===== config.mk =====
export PLATFORM = sky130hd
export DESIGN_NAME = ascii_can_frame_parser
export DESIGN_NICKNAME = d
export VERILOG_FILES = /design/src/acfp_pkg.sv /design/src/acfp_parse.sv /design/src/ascii_can_frame_parser.sv
export SDC_FILE = /design/constraint.sdc
export NUM_CORES = 1
export LEC_CHECK = 0
export ABC_CLOCK_PERIOD_IN_PS = 49100
export BUFFER_PORTS_ARGS = -buffer_cell sky130_fd_sc_hd__buf_4
export CAP_MARGIN = 20
export CORE_MARGIN = 3
export CORE_UTILIZATION = 60
export DETAILED_ROUTE_END_ITERATION = 8
export PLACE_DENSITY = 0.93
export SLEW_MARGIN = 20
export SYNTH_ARGS = -nofsm -noshare
export SYNTH_HDL_FRONTEND = slang
export SYNTH_SLANG_ARGS = --single-unit
export TNS_END_PERCENT = 50

===== constraint.sdc =====
create_clock -name i_clk -period 49.1 [get_ports i_clk]
set_clock_uncertainty 0.2 [all_clocks]
set_input_delay 2.455 -clock i_clk [delete_from_list [all_inputs] [get_ports i_clk]]
set_output_delay 2.455 -clock i_clk [all_outputs]
set_load 0.02 [all_outputs]

===== src/acfp_pkg.sv =====
package acfp_pkg;

    typedef enum logic [2:0] {
        PH_HUNT = 3'd0,
        PH_ID   = 3'd1,
        PH_LEN  = 3'd2,
        PH_DATA = 3'd3,
        PH_TERM = 3'd4
    } t_phase;

    localparam logic [2:0] ST_OK      = 3'd0;
    localparam logic [2:0] ST_BADHEX  = 3'd1;
    localparam logic [2:0] ST_BADLEN  = 3'd2;
    localparam logic [2:0] ST_BADTERM = 3'd3;
    localparam logic [2:0] ST_RESTART = 3'd4;

    localparam logic [7:0] CH_T     = 8'h74;
    localparam logic [7:0] CH_CR    = 8'h0D;
    localparam logic [7:0] CH_NUL   = 8'h00;
    localparam logic [7:0] CH_0     = 8'h30;
    localparam logic [7:0] CH_9     = 8'h39;
    localparam logic [7:0] CH_UP_A  = 8'h41;
    localparam logic [7:0] CH_UP_F  = 8'h46;
    localparam logic [7:0] CH_LO_A  = 8'h61;
    localparam logic [7:0] CH_LO_F  = 8'h66;

    localparam int IdDigits = 3;

    // Bit 4 set means the byte is not a hex digit.
    function automatic logic [4:0] hex_value(input logic [7:0] c);
        logic [7:0] v;
        v = 8'h10;
        if (c >= CH_0 && c <= CH_9) begin
            v = c - CH_0;
        end else if (c >= CH_UP_A && c <= CH_UP_F) begin
            v = c - CH_UP_A + 8'd10;
        end else if (c >= CH_LO_A && c <= CH_LO_F) begin
            v = c - CH_LO_A + 8'd10;
        end
        return v[4:0];
    endfunction

endpackage


===== src/acfp_parse.sv =====
module acfp_parse #(
    parameter int MAX_DATA_BYTES = 8
) (
    input  logic        i_clk,
    input  logic        i_rst_n,
    input  logic        i_valid,
    input  logic [7:0]  i_byte,
    input  logic        i_out_stall,
    output logic        o_advance,
    output logic        o_valid,
    output logic [2:0]  o_status,
    output logic [11:0] o_can_id,
    output logic [3:0]  o_data_length,
    output logic [63:0] o_frame_data
);
    import acfp_pkg::*;

    localparam int DataW = 8 * MAX_DATA_BYTES;
    localparam int NibN  = 2 * MAX_DATA_BYTES;
    localparam int CntW  = $clog2(NibN + 1);

    t_phase            r_phase, n_phase;
    logic [CntW-1:0]   r_count, n_count;
    logic [11:0]       r_id, n_id;
    logic [3:0]        r_len, n_len;
    logic [DataW-1:0]  r_data, n_data;

    logic              r_out_valid;
    logic [2:0]        r_status;
    logic [11:0]       r_out_id;
    logic [3:0]        r_out_len;
    logic [63:0]       r_out_data;

    logic              n_emit;
    logic [2:0]        n_status;
    logic [4:0]        w_nib;
    logic              w_is_cr;
    logic              w_is_t;
    logic              w_fire;

    assign o_advance = !r_out_valid || !i_out_stall;
    assign w_fire    = i_valid && o_advance;
    assign w_nib     = hex_value(i_byte);
    assign w_is_cr   = (i_byte == CH_CR) || (i_byte == CH_NUL);
    assign w_is_t    = (i_byte == CH_T);

    always_comb begin
        n_phase  = r_phase;
        n_count  = r_count;
        n_id     = r_id;
        n_len    = r_len;
        n_data   = r_data;
        n_emit   = 1'b0;
        n_status = ST_OK;

        if (r_phase == PH_HUNT) begin
            if (w_is_t) begin
                n_phase = PH_ID;
                n_count = '0;
                n_id    = '0;
                n_len   = '0;
                n_data  = '0;
            end
        end else if (w_is_t) begin
            n_emit   = 1'b1;
            n_status = ST_RESTART;
            n_phase  = PH_ID;
            n_count  = '0;
            n_id     = '0;
            n_len    = '0;
            n_data   = '0;
        end else if (r_phase == PH_TERM) begin
            n_emit   = 1'b1;
            n_status = w_is_cr ? ST_OK : ST_BADTERM;
            n_phase  = PH_HUNT;
            n_count  = '0;
        end else if (w_is_cr) begin
            n_emit   = 1'b1;
            n_status = ST_BADTERM;
            n_phase  = PH_HUNT;
            n_count  = '0;
        end else if (w_nib[4]) begin
            n_emit   = 1'b1;
            n_status = ST_BADHEX;
            n_phase  = PH_HUNT;
            n_count  = '0;
        end else begin
            unique case (r_phase)
                PH_ID: begin
                    n_id = {r_id[7:0], w_nib[3:0]};
                    if (r_count == CntW'(IdDigits - 1)) begin
                        n_phase = PH_LEN;
                        n_count = '0;
                    end else begin
                        n_count = r_count + 1'b1;
                    end
                end
                PH_LEN: begin
                    if (w_nib > 5'(MAX_DATA_BYTES)) begin
                        n_emit   = 1'b1;
                        n_status = ST_BADLEN;
                        n_phase  = PH_HUNT;
                        n_count  = '0;
                    end else begin
                        n_len   = w_nib[3:0];
                        n_count = '0;
                        n_phase = (w_nib == 5'd0) ? PH_TERM : PH_DATA;
                    end
                end
                default: begin
                    // The high nibble of each byte arrives first.
                    for (int i = 0; i < NibN; i++) begin
                        if (r_count == CntW'(i ^ 1)) begin
                            n_data[4*i +: 4] = r_data[4*i +: 4] | w_nib[3:0];
                        end
                    end
                    if (r_count == CntW'({r_len, 1'b0} - 5'd1)) begin
                        n_phase = PH_TERM;
                        n_count = '0;
                    end else begin
                        n_count = r_count + 1'b1;
                    end
                end
            endcase
        end
    end

    always_ff @(posedge i_clk) begin
        if (!i_rst_n) begin
            r_phase     <= PH_HUNT;
            r_count     <= '0;
            r_id        <= '0;
            r_len       <= '0;
            r_data      <= '0;
            r_out_valid <= 1'b0;
        end else begin
            if (w_fire) begin
                r_phase <= n_phase;
                r_count <= n_count;
                r_id    <= n_id;
                r_len   <= n_len;
                r_data  <= n_data;
            end
            if (o_advance) begin
                r_out_valid <= w_fire && n_emit;
            end
        end
    end

    always_ff @(posedge i_clk) begin
        if (w_fire && n_emit) begin
            r_status   <= n_status;
            r_out_id   <= (n_status == ST_OK) ? r_id : 12'd0;
            r_out_len  <= (n_status == ST_OK) ? r_len : 4'd0;
            r_out_data <= (n_status == ST_OK) ? 64'(r_data) : 64'd0;
        end
    end

    assign o_valid       = r_out_valid;
    assign o_status      = r_status;
    assign o_can_id      = r_out_id;
    assign o_data_length = r_out_len;
    assign o_frame_data  = r_out_data;

    a_err_fields_zero: assert property (@(posedge i_clk) disable iff (!i_rst_n)
        r_out_valid && r_status != ST_OK |->
            r_out_id == 12'd0 && r_out_len == 4'd0 && r_out_data == 64'd0)
        else $error("Error transaction carries non-zero fields.");

    a_ok_len_bound: assert property (@(posedge i_clk) disable iff (!i_rst_n)
        r_out_valid && r_status == ST_OK |-> r_out_len <= 4'(MAX_DATA_BYTES))
        else $error("Good frame reports a length above the maximum.");

    a_resync: assert property (@(posedge i_clk) disable iff (!i_rst_n)
        w_fire && n_emit && n_status != ST_RESTART |=> r_phase == PH_HUNT)
        else $error("Parser did not return to hunting after a result.");

    a_data_len: assert property (@(posedge i_clk) disable iff (!i_rst_n)
        r_phase == PH_DATA |-> r_len != 4'd0)
        else $error("Data digits expected with a zero length.");

endmodule


===== src/ascii_can_frame_parser.sv =====
// Parses ASCII standard CAN data frames ('t', three hex identifier digits, one length
// digit, two hex digits per data byte, then carriage return or a zero byte) from a
// stream of received bytes, one byte per transaction. A byte is taken every cycle
// while the result side keeps up; each byte passes an input register and then a
// result register, which takes the result for the byte that completes or breaks
// the frame. Only the result register stalling the input slows it down.
module ascii_can_frame_parser #(
    parameter int MAX_DATA_BYTES = 8
) (
    input  logic        i_clk,
    input  logic        i_rst_n,
    input  logic        i_rx_valid,
    output logic        o_rx_stall,
    input  logic [7:0]  i_rx_byte,
    output logic        o_res_valid,
    input  logic        i_res_stall,
    output logic [2:0]  o_status,
    output logic [11:0] o_can_id,
    output logic [3:0]  o_data_length,
    output logic [63:0] o_frame_data
);

    logic       r_in_valid;
    logic [7:0] r_in_byte;
    logic       w_advance;

    assign o_rx_stall = r_in_valid && !w_advance;

    always_ff @(posedge i_clk) begin
        if (!i_rst_n) begin
            r_in_valid <= 1'b0;
        end else if (!o_rx_stall) begin
            r_in_valid <= i_rx_valid;
        end
    end

    always_ff @(posedge i_clk) begin
        if (i_rx_valid && !o_rx_stall) begin
            r_in_byte <= i_rx_byte;
        end
    end

    acfp_parse #(
        .MAX_DATA_BYTES(MAX_DATA_BYTES)
    ) u_parse (
        .i_clk        (i_clk),
        .i_rst_n      (i_rst_n),
        .i_valid      (r_in_valid),
        .i_byte       (r_in_byte),
        .i_out_stall  (i_res_stall),
        .o_advance    (w_advance),
        .o_valid      (o_res_valid),
        .o_status     (o_status),
        .o_can_id     (o_can_id),
        .o_data_length(o_data_length),
        .o_frame_data (o_frame_data)
    );

endmodule

### Word-level counts from Yosys, hierarchy flattened

Cells that the tools add are included.

* register bits: 181
* output and inout port bits: 85

* $add $sub $neg: 7
* $lt $le $gt $ge: 7
* equality and inequality tests: 28
* muxes and demuxes: 76
* bitwise logic cells: 16
* reductions and logical operators: 58

Operator list (count)
* two-way mux 64 bit: 7
* AND reduction 7 bit: 17
* two-way mux 4 bit: 24
* two-way mux 12 bit: 7
* OR 4 bit: 16
* two-way mux 5 bit: 11
* two-way mux 3 bit: 16
* == test 5 x 4 -> 1 bit, second input constant: 8
* nonzero test 2 bit: 18
* == test 5 x 3 -> 1 bit, second input constant: 4
* greater-or-equal comparator 8 x 7 -> 1 bit, second input constant: 2
* <= comparator 8 x 7 -> 1 bit, second input constant: 2
* subtractor 5 x 1 -> 5 bit, second input constant: 3
* adder 5 x 4 -> 5 bit, second input constant: 2
* == test 5 x 2 -> 1 bit, second input constant: 2
* logical NOT 5 bit: 2
* case mux 5 bit (2 select lines): 1
* == test 8 x 4 -> 1 bit, second input constant: 1
* == test 8 x 7 -> 1 bit, second input constant: 1
* greater-or-equal comparator 8 x 6 -> 1 bit, second input constant: 1
* <= comparator 8 x 6 -> 1 bit, second input constant: 1
* logical NOT 8 bit: 1
* inequality test 2 x 1 -> 1 bit, second input constant: 4
* logical AND 1 bit: 7
* other kinds (21): 34

### Logic depth before layout (Yosys ltp)

Gate-level depths: netlist (run 1).

* depth in word-level cells: 14
* gate-level depth with buffers: 10

### By module

From an unflattened synthesis (run 1), not the netlist that was laid out.

* cells, all modules: 666
* area, all modules: 7365.8 µm²

By module, submodules not included
* acfp_parse: instances 1, cells an instance 654, area an instance 7078.0 µm²
* ascii_can_frame_parser: instances 1, cells an instance 12, area an instance 287.8 µm²

### Worst setup path after synthesis (run 1)

Ideal clock, no wire load.

* path type: in2reg
* start: in i_res_stall
* end: reg u_parse.r_out_id[0], in the netlist u_parse.o_can_id[0] (enable)
* data arrival time: 15.629 ns
* setup slack: 32.303 ns
* stages: 3
* path through: nand2_1 > nand2_1 > a2111oi_0

* word-level cells in the longest chain between the ends: 4

RTL lines
* start: declaration: RTL line ascii_can_frame_parser.sv:16 `input logic i_res_stall,`
* logical NOT 1 bit: RTL line acfp_parse.sv:41 `assign o_advance = !r_out_valid || !i_out_stall;`
* logical OR 1 bit: RTL line acfp_parse.sv:41
* logical AND 1 bit: RTL line acfp_parse.sv:42 `assign w_fire = i_valid && o_advance;`
* logical AND 1 bit: RTL line acfp_parse.sv:151 `if (w_fire && n_emit) begin`
* end signal: assignment: RTL line acfp_parse.sv:153 `r_out_id <= (n_status == ST_OK) ? r_id : 12'd0;`
* end: declaration: RTL line acfp_parse.sv:30 `logic [11:0] r_out_id;`

No other way between the ends.
A chain may end at the register's enable or synchronous reset.

### Final worst setup path (run 1)

* start: in i_res_stall
* end: out o_rx_stall

* word-level cells in the longest chain between the ends: 4

RTL lines
* logical NOT 1 bit: RTL line acfp_parse.sv:41
* logical OR 1 bit: RTL line acfp_parse.sv:41
* logical NOT 1 bit: RTL line ascii_can_frame_parser.sv:27 `assign o_rx_stall = r_in_valid && !w_advance;`
* logical AND 1 bit: RTL line ascii_can_frame_parser.sv:27
* end: declaration: RTL line ascii_can_frame_parser.sv:13 `output logic o_rx_stall,`

No other way between the ends.

==> results of run 1 <==
## state kept, by name, indices dropped and copies added, names as in the netlist
register and count:
u_parse.r_data 64, u_parse.o_can_id 12, u_parse.o_status 3, r_in_valid 1
u_parse.r_id 12, u_parse.o_valid 1, u_parse.r_count 5, u_parse.o_data_length 4
u_parse.o_frame_data 64, u_parse.r_len 4, r_in_byte 8, u_parse.r_phase 3
## kinds of logic (layout without fill, tap and decap cells)
family | Yosys count | after routing | share of synthesized area (%)
muxes | 12 | 12 | 1.54
buffers and inverters | 97 | 196 | 5.53
DFF | 181 | 181 | 58.1
and+or+nand+nor | 253 | 253 | 17.7
adders and majority gates | 11 | 11 | 1.76
AOI/OAI and AO/OA | 169 | 169 | 14.8
xor gates and xnor gates | 5 | 5 | 0.561
## routing by layer
layer	up-vias	routed length (µm)	global-route usage, %
li1	2750	-	-
met2	230	8220	37.8
met5	-	0	0
met3	42	919	4.57
met4	0	476	11.4
met1	2718	6890	29.4
## path summary, 6_finish.rpt
check / start / slack (ns) / endpoint / cells past startpoint
hold reg to reg: u_parse.r_id[9] / 0.26 / u_parse.r_id[9] / 2
setup reg to reg: r_in_byte[0] / 45.29 / u_parse.o_frame_data[49] / 8
setup / recovery: i_res_stall / 43.53 / o_rx_stall / 3
hold / removal: u_parse.r_id[9] / 0.26 / u_parse.r_id[9] / 2
## cell usage after synthesis, drive strengths merged, types with 2 or more instances
cell type and instances:
nand4b 2, nor4 2, or2 2, o21bai 3, ha 11, a32oi 2
a211o 2, inv 59, nor2 49, o31ai 49, xnor2 4, a21oi 62
clkbuf 20, buf 17, nand3b 2, nor2b 6, nand2 41, nor3 25
and4b 2, o2111ai 2, dfxtp 90, nand2b 4, or4 6, and3 4
and2 83, o21a 17, or3 4, nand4 3, o22ai 3, a21o 3
nand3 13, o21ai 7, mux2i 12, edfxtp 91, a22oi 3, a31oi 10
## through the flow
step / total power [µW] / setup slack, ns / cell area, µm²
6_report: 297 / 43.53 / 9190
5_1_grt: 306 / 43.50 / 9190
4_1_cts: 298 / 43.52 / 9190
3_5_place_dp: 168 / 43.53 / 8600
3_3_place_gp: 168 / 43.53 / 8600
2_1_floorplan: 166 / 32.30 / 7800
## critical path, stage by stage
cell and delay (ns):
buf_4 0.11, and3_1 0.19, buf_4 0.16
## layout make-up
class | count | area (µm²) | area share (%)
Clock inverter | 10 | 91.3 | 0.994
Inverter | 60 | 225 | 2.45
Clock buffer | 22 | 495 | 5.39
Tap cell | 172 | 215 | 2.34
Sequential cell | 181 | 4530 | 49.3
Timing Repair Buffer | 104 | 781 | 8.50
Multi-Input combinational cell | 450 | 2850 | 31.0
## power by group
group          switching [µW]  internal (µW)
Sequential              0.820            158
Combinational            4.05           2.19
Clock                    55.3           77.1
==> impl_metrics.tcl, run 1 <==
set metrics [dict create \
    status "finished, final reports clean" \
    p_leak_uw 0.00350 \
    htree_levels 4 \
    utilization_pct 72.5 \
    dpl.hpwl_um 10400 \
    max_slew.worst_pin.slew_ns 0.973 \
    core_um2 12700 \
    wl_per_cell_um 16.5 \
    critPathKind "in2out" \
    clock_path_buffers 2 \
    synth_top_flop_cell "edfxtp_1" \
    diodes 0 \
    hold_viol 0 \
    synth_largest_area_cell "edfxtp_1" \
    synth_edf_count 91 \
    fin_crit_ns 5.57 \
    synth_cells 728 \
    dp_cells 967 \
    antenna_found_initial 0 \
    rows 41 \
    fin_setup_tns_ns 0 \
    path_max_fanout 3 \
    rsz0062_at_grt "no" \
    async_flop_share_pct 0 \
    final_common_cell "buf_4" \
    whs_ns 0.257 \
    cts.sinks 181 \
    gp_congestion 0.843 \
    cts_tree "yes" \
    antenna_left 0 \
    synthToLayoutAreaGrowth_pct 17.8 \
    nNetsFinal 837 \
    max-slew-margin-rel_pct 35.1 \
    port_buffers 96 \
    cp_data_arrival_time_ns 2.92 \
    die_y_um 120 \
    drtIter0Drc 620 \
    drc 0 \
    end_kind "primary output" \
    final.period_utilization_pct 11.4 \
    post-cts-setup-buffers 0 \
    fmax_mhz 179 \
    clk_latency_ns 0.42 \
    grt_pass1_vias 5425 \
    drv_cap 0 \
    root_buffer "clkbuf_16" \
    vdd_drop_max_uv 22.0 \
    vias 5740 \
    final.fill_count 852 \
    grt_max_degree 81 \
    yosys_register_bits 181 \
    cts_buffers 17 \
    start_kind "input pin" \
    start_util_pct 61.6 \
    critPathRequiredTime_ns 46.44 \
    io_pins 97 \
    vias_per_cell 5.75 \
    layoutNonFillerInstCount 999 \
    synth.net_count 751 \
    drive_gt1_share_pct 18.4 \
    cts-resized-gates 0 \
    synth_cell_types 58 \
    path_clk_slew_ns 0.06 \
    syn-cell-area_um2 7800 \
    synth_seq_area_share_pct 58.1 \
    most-common-layout-cells "buf_4 (104), edfxtp_1 (91), dfxtp_1 (90), and2_1 (83), a21oi_1 (60)" \
    dieArea_um2 14400 \
    min_path_type "reg2reg" \
    synth_warnings 0 \
    synth_area_leaders "edfxtp_1 (35%), dfxtp_1 (23%), and2_1 (6.7%), o31ai_1 (4.7%), a21oi_1 (3.8%)" \
    finalWirelength_um 16500 \
    setup_viol 0 \
    first_pass_iters 6 \
    cts-hold-fix-buffers 0 \
    finalMaxSlewViolations 0 \
    p_per_area_nw_per_um2 32.3 \
    grt-ovfl-total 0 \
    avgSynthCellArea_um2 10.7 \
    grt_pass1_wl_um 26400 \
    synth_top_area_share_pct 35.0 \
    grt.total_usage_pct 23.1 \
    die_w_um 120 \
]
Note: power is estimated with default switching activity, not from simulation.
==> run 2: changes to the inputs <==
--- a/config.mk
+++ b/config.mk
@@ -5,13 +5,13 @@
 export SDC_FILE = /design/constraint.sdc
 export NUM_CORES = 1
 export LEC_CHECK = 0
-export ABC_CLOCK_PERIOD_IN_PS = 49100
+export ABC_CLOCK_PERIOD_IN_PS = 5300
 export BUFFER_PORTS_ARGS = -buffer_cell sky130_fd_sc_hd__buf_4
 export CAP_MARGIN = 20
 export CORE_MARGIN = 3
-export CORE_UTILIZATION = 60
+export CORE_UTILIZATION = 58
 export DETAILED_ROUTE_END_ITERATION = 8
-export PLACE_DENSITY = 0.93
+export PLACE_DENSITY = 0.91
 export SLEW_MARGIN = 20
 export SYNTH_ARGS = -nofsm -noshare
 export SYNTH_HDL_FRONTEND = slang
==> constraint.sdc (replaced) <==
create_clock -name i_clk -period 5.3 [get_ports i_clk]
set_clock_uncertainty 0.2 [all_clocks]
set_input_delay 0.265 -clock i_clk [delete_from_list [all_inputs] [get_ports i_clk]]
set_output_delay 0.265 -clock i_clk [all_outputs]
set_load 0.02 [all_outputs]
==> run 2 against run 1 <==
Sequential power grew to 9.2 times the previous value. Register-to-register slack lost 44 ns. Power grew to 9.4 times the previous value. Worst setup slack got worse by 42 ns. Global-route usage rose by 0.23 points.
==> impl_metrics.tcl, run 2 (synthesis gave the netlist of run 1 again) <==
set metrics [dict create \
    status "finished, final reports clean" \
    critPathLaunch "r_in_byte[3]" \
    cts_buffers 17 \
    grt_pass1_vias 5647 \
    dpl.hpwl_um 10700 \
    rows 41 \
    grt_max_degree 51 \
    antenna_found_initial 0 \
    fin_crit_ns 3.51 \
    drv_cap 0 \
    synthToLayoutAreaGrowth_pct 19.6 \
    placed_area_um2 8640 \
    critPathKind "reg2reg" \
    grt-ovfl-total 0 \
    vias_per_cell 5.75 \
    finalWirelength_um 16700 \
    final_common_cell "buf_4" \
    end_kind "flop" \
    final_cell_area_um2 9330 \
    fmax_mhz 285 \
    layoutNonFillerInstCount 1009 \
    drive_gt1_share_pct 18.4 \
    grt.total_usage_pct 23.3 \
    path_max_fanout 50 \
    rsz0062_at_grt "no" \
    core_um2 12900 \
    root_buffer "clkbuf_16" \
    dp_cells 967 \
    first_pass_iters 6 \
    holdCritStartpoint "i_res_stall" \
    seqCellArea_um2 4530 \
    antenna_left 0 \
    finalMaxSlewViolations 0 \
    crit-reg2reg-launch "r_in_byte[3]" \
    dieArea_um2 14900 \
    die_w_um 122 \
    gp_congestion 0.891 \
    critPathRequiredTime_ns 5.16 \
    final.period_utilization_pct 66.3 \
    start_util_pct 60.6 \
    post-cts-setup-buffers 0 \
    fin_setup_tns_ns 0 \
    diodes 0 \
    wl_per_cell_um 16.6 \
    start_kind "flop" \
    final.fill_count 875 \
    path_clk_slew_ns 0.06 \
    port_buffers 96 \
    cp_data_arrival_time_ns 3.38 \
    p_per_area_nw_per_um2 299 \
    cts.sinks 181 \
    cts_tree "yes" \
    drc 0 \
    min_path_type "in2reg" \
    max-slew-margin-rel_pct 32.1 \
    multi_input_area_um2 2880 \
    clock_path_buffers 2 \
    finalPower_uw 2780 \
    drtIter0Drc 704 \
    p_leak_uw 0.00353 \
    io_pins 97 \
    max_slew.worst_pin.slew_ns 1.02 \
    hold_viol 0 \
    nNetsFinal 847 \
    most-common-layout-cells "buf_4 (104), edfxtp_1 (91), dfxtp_1 (90), and2_1 (83), a21oi_1 (58)" \
    setup_viol 0 \
    grt_pass1_wl_um 27500 \
    die_y_um 122 \
    vdd_drop_max_uv 161 \
    clk_latency_ns 0.43 \
    vias 5805 \
    htree_levels 4 \
]
[run 2: cell types whose count changed in the layout (fill, tap and decap cells not counted), sizes merged]
cell	change
dlygate4sd3	+10
clkbuf	-4
clkinv	+4
bufinv	+2
inv	-2
[run 2: cell type report]
| class | count | area share, % |
|---|---|---|
| clock buffer | 18 | 4.60 |
| timing repair buffer | 114 | 9.45 |
| sequential | 181 | 48.6 |
| tap | 172 | 2.31 |
| inverter | 60 | 2.42 |
| clock inverter | 14 | 1.69 |
| multi-input combinational | 450 | 30.9 |
[run 2: final timing paths]
kind,end,slack (ns),cells after the start
max reg2reg,u_parse.o_frame_data[42],1.79,7
max,u_parse.o_frame_data[42],1.79,7
min,u_parse.o_valid,0.02,3
min reg2reg,u_parse.r_data[32],0.26,2
[run 2: what timing repair did]
action / CTS / global route
hold buffers: 10 / 0
endpoints found under the hold margin: 17 / 0
gates resized for setup: 0 / 0
[run 2: worst max-delay path, cell delays in order, from the launching register on]
cell and delay, ns:
edfxtp_1 0.54, or4b_1 0.58, a21oi_2 0.24, a22oi_1 0.20
a41oi_4 0.41, nor3_1 0.16, a2111oi_4 0.23, buf_4 0.54
[run 2: stage by stage]
step	util, %	hold WS, ns	setup WS (ns)
final	72.4	0.0227	1.79
after global placement	67.1	0.239	1.91
after CTS	72.4	0.0149	1.81
after floorplan	-	0.164	0.00805
after detailed placement	67.1	0.244	1.82
after global routing	72.4	0.0305	1.58
[run 2: routing by layer]
| metal | part of all wire, % | track usage, % | routed length (µm) | vias up |
|---|---|---|---|---|
| met5 | 0 | 0 | 0 | - |
| met4 | 1.8 | 7.35 | 298 | 0 |
| met3 | 6.7 | 4.74 | 1120 | 32 |
| met2 | 50 | 38.4 | 8300 | 236 |
| met1 | 42 | 31.2 | 7000 | 2760 |
| li1 | - | - | - | 2777 |
[run 2: power by group]
part | internal (µW) | switching, µW
combinational | 25.7 | 39.0
sequential | 1460 | 7.21
clock | 737 | 514
==> run 3: changes to the inputs <==
--- a/config.mk
+++ b/config.mk
@@ -5,7 +5,7 @@
 export SDC_FILE = /design/constraint.sdc
 export NUM_CORES = 1
 export LEC_CHECK = 0
-export ABC_CLOCK_PERIOD_IN_PS = 5300
+export ABC_CLOCK_PERIOD_IN_PS = 3500
 export BUFFER_PORTS_ARGS = -buffer_cell sky130_fd_sc_hd__buf_4
 export CAP_MARGIN = 20
 export CORE_MARGIN = 3
==> constraint.sdc (replaced) <==
create_clock -name i_clk -period 3.5 [get_ports i_clk]
set_clock_uncertainty 0.2 [all_clocks]
set_input_delay 0.175 -clock i_clk [delete_from_list [all_inputs] [get_ports i_clk]]
set_output_delay 0.175 -clock i_clk [all_outputs]
set_load 0.02 [all_outputs]
==> run 3 against run 2 <==
Worst setup slack got worse by 1.5 ns. Core utilization increased by 1.5 points. Sequential power increased by 51%. Critical path type unchanged. Critical endpoint is now u_parse.o_frame_data[39]. Largest cell class unchanged. Largest power group unchanged.
==> impl_metrics.tcl, run 3 (synthesis gave the netlist of run 1 again) <==
set metrics [dict create \
    crit-reg2reg-launch "r_in_byte[0]" \
    setup_viol 0 \
    first_pass_iters 5 \
    diodes 0 \
    io_pins 97 \
    finalMaxSlewViolations 0 \
    min_path_type "reg2reg" \
    grt-ovfl-total 0 \
    drive_gt1_share_pct 19.1 \
    intPower_uw 3600 \
    critPathKind "reg2reg" \
    cts.sinks 181 \
    max_slew.worst_pin.slew_ns 0.717 \
    cp_cell_sequence "inv_2 > ha_1 > o21bai_1 > a21oi_1 > a22oi_1 > a41oi_4 > a221oi_4 > buf_4 > and2_1" \
    holdCritStartpoint "u_parse.r_data[58]" \
    final.period_utilization_pct 92.5 \
    drtIter0Drc 538 \
    layoutNonFillerInstCount 1018 \
    wl_per_cell_um 17.2 \
    max-slew-margin-rel_pct 51.8 \
    r2r_end "u_parse.o_frame_data[39]" \
    crit_path_end "u_parse.o_frame_data[39]" \
    drv_cap 0 \
    cts_buffers 17 \
    final_common_cell "buf_4" \
    clk_latency_ns 0.43 \
    p_seq_share_pct 49.6 \
    clock_path_buffers 2 \
    p_sw_share_pct 19.6 \
    htree_levels 4 \
    die_y_um 122 \
    vias_per_cell 5.74 \
    start_kind "flop" \
    status "finished, final reports clean" \
    end_kind "flop" \
    grt_pass1_vias 5666 \
    grt.total_usage_pct 24.2 \
    synthToLayoutAreaGrowth_pct 22.1 \
    whs_ns 0.258 \
    critPathMaxStageDelay_ns 0.52 \
    reg2regPathDepth 9 \
    post-cts-setup-buffers 0 \
    fin_crit_ns 3.24 \
    rows 41 \
    power_frac_comb_pct 2.4 \
    grt_pass1_wl_um 28100 \
    nNetsFinal 856 \
    critPathRequiredTime_ns 3.58 \
    hold_viol 0 \
    core_um2 12900 \
    dieArea_um2 14900 \
    critPathLaunch "r_in_byte[0]" \
    most-common-layout-cells "buf_4 (107), edfxtp_1 (91), dfxtp_1 (90), and2_1 (83), a21oi_1 (58)" \
    port_buffers 96 \
    p_per_area_nw_per_um2 470 \
    drc 0 \
    path_max_fanout 47 \
    r2r_setup_slack_ns 0.26 \
    cp_data_arrival_time_ns 3.32 \
    dp_cells 973 \
    vdd_drop_max_uv 249 \
    rsz0062_at_grt "no" \
    cpMaxStageDelayCell "edfxtp_1" \
    path_clk_slew_ns 0.07 \
    antenna_found_initial 0 \
    antenna_left 0 \
    power.net_switching_uw 878 \
    dpl.hpwl_um 11300 \
    clockPowerShare_pct 48.0 \
    vias 5845 \
    start_util_pct 60.6 \
    gp_congestion 0.931 \
    final.fill_count 835 \
    grt_max_degree 62 \
    cts_tree "yes" \
    p_leak_uw 0.00363 \
    finalWirelength_um 17500 \
    root_buffer "clkbuf_16" \
    die_w_um 122 \
    fmax_mhz 309 \
]
run 3: worst min-delay path by stage:
stage / endpoint / slack [ns] / depth (start not counted)
3_3_place_gp: r_in_byte[2] / 0.15 / 1
6_report: u_parse.r_data[58] / 0.26 / 1
5_1_grt: r_in_byte[6] / 0.27 / 2
2_1_floorplan: r_in_byte[0] / 0.07 / 0
3_5_place_dp: r_in_byte[5] / 0.15 / 1
4_1_cts: r_in_byte[1] / 0.25 / 2
run 3: routing by layer:
metal	part of all wire (%)	global-route usage, %	vias up	wire length [µm]
li1	-	-	2786	-
met1	40	30.8	2761	7050
met2	51	40.4	259	8860
met3	6.5	5.06	39	1140
met4	2.4	9.94	0	412
met5	0	0	-	0
run 3: final cells by class:
| type | count | area, µm² | share of cell area [%] |
|---|---|---|---|
| Clock buffer | 17 | 425 | 4.47 |
| Clock inverter | 15 | 250 | 2.63 |
| Inverter | 60 | 225 | 2.36 |
| Multi-Input combinational cell | 450 | 2880 | 30.2 |
| Sequential cell | 181 | 4530 | 47.6 |
| Tap cell | 172 | 215 | 2.26 |
| Timing Repair Buffer | 123 | 993 | 10.4 |
run 3: repair_timing:
action                                 CTS  global route
resized for setup                        0             1
hold buffers                            13             0
setup endpoints to repair                0             1
endpoints found under the hold margin   20             0
run 3: critical path, delay by kind of cell (launching register included):
kind                       cells  cell delay [ns]
buffers and inverters          2             0.51
adders and majority gates      1             0.25
and+or+nand+nor                1             0.22
AOI/OAI and AO/OA              5             1.37
DFF                            1             0.52
run 3: per-stage QoR:
stage | power (µW) | TNS (ns) | setup slack, ns | instance area, µm² | util [%]
after floorplan | 2330 | -147.82 | -1.78 | 7850 | -
after global placement | 2360 | 0 | 0.401 | 8710 | 67.7
after detailed placement | 2360 | 0 | 0.277 | 8710 | 67.7
after CTS | 4490 | 0 | 0.157 | 9520 | 73.9
after global routing | 4580 | 0 | 0.0392 | 9520 | 74.0
final | 4480 | 0 | 0.263 | 9520 | 74.0
run 3: power groups by stage:
stage          Sequential [µW]  Clock (µW)  Combinational [µW]
2_1_floorplan             2270           0                68.0
3_3_place_gp              2270           0                92.0
3_5_place_dp              2270           0                94.2
4_1_cts                   2220        2160                 105
5_1_grt                   2220        2250                 115
6_report                  2220        2150                 107
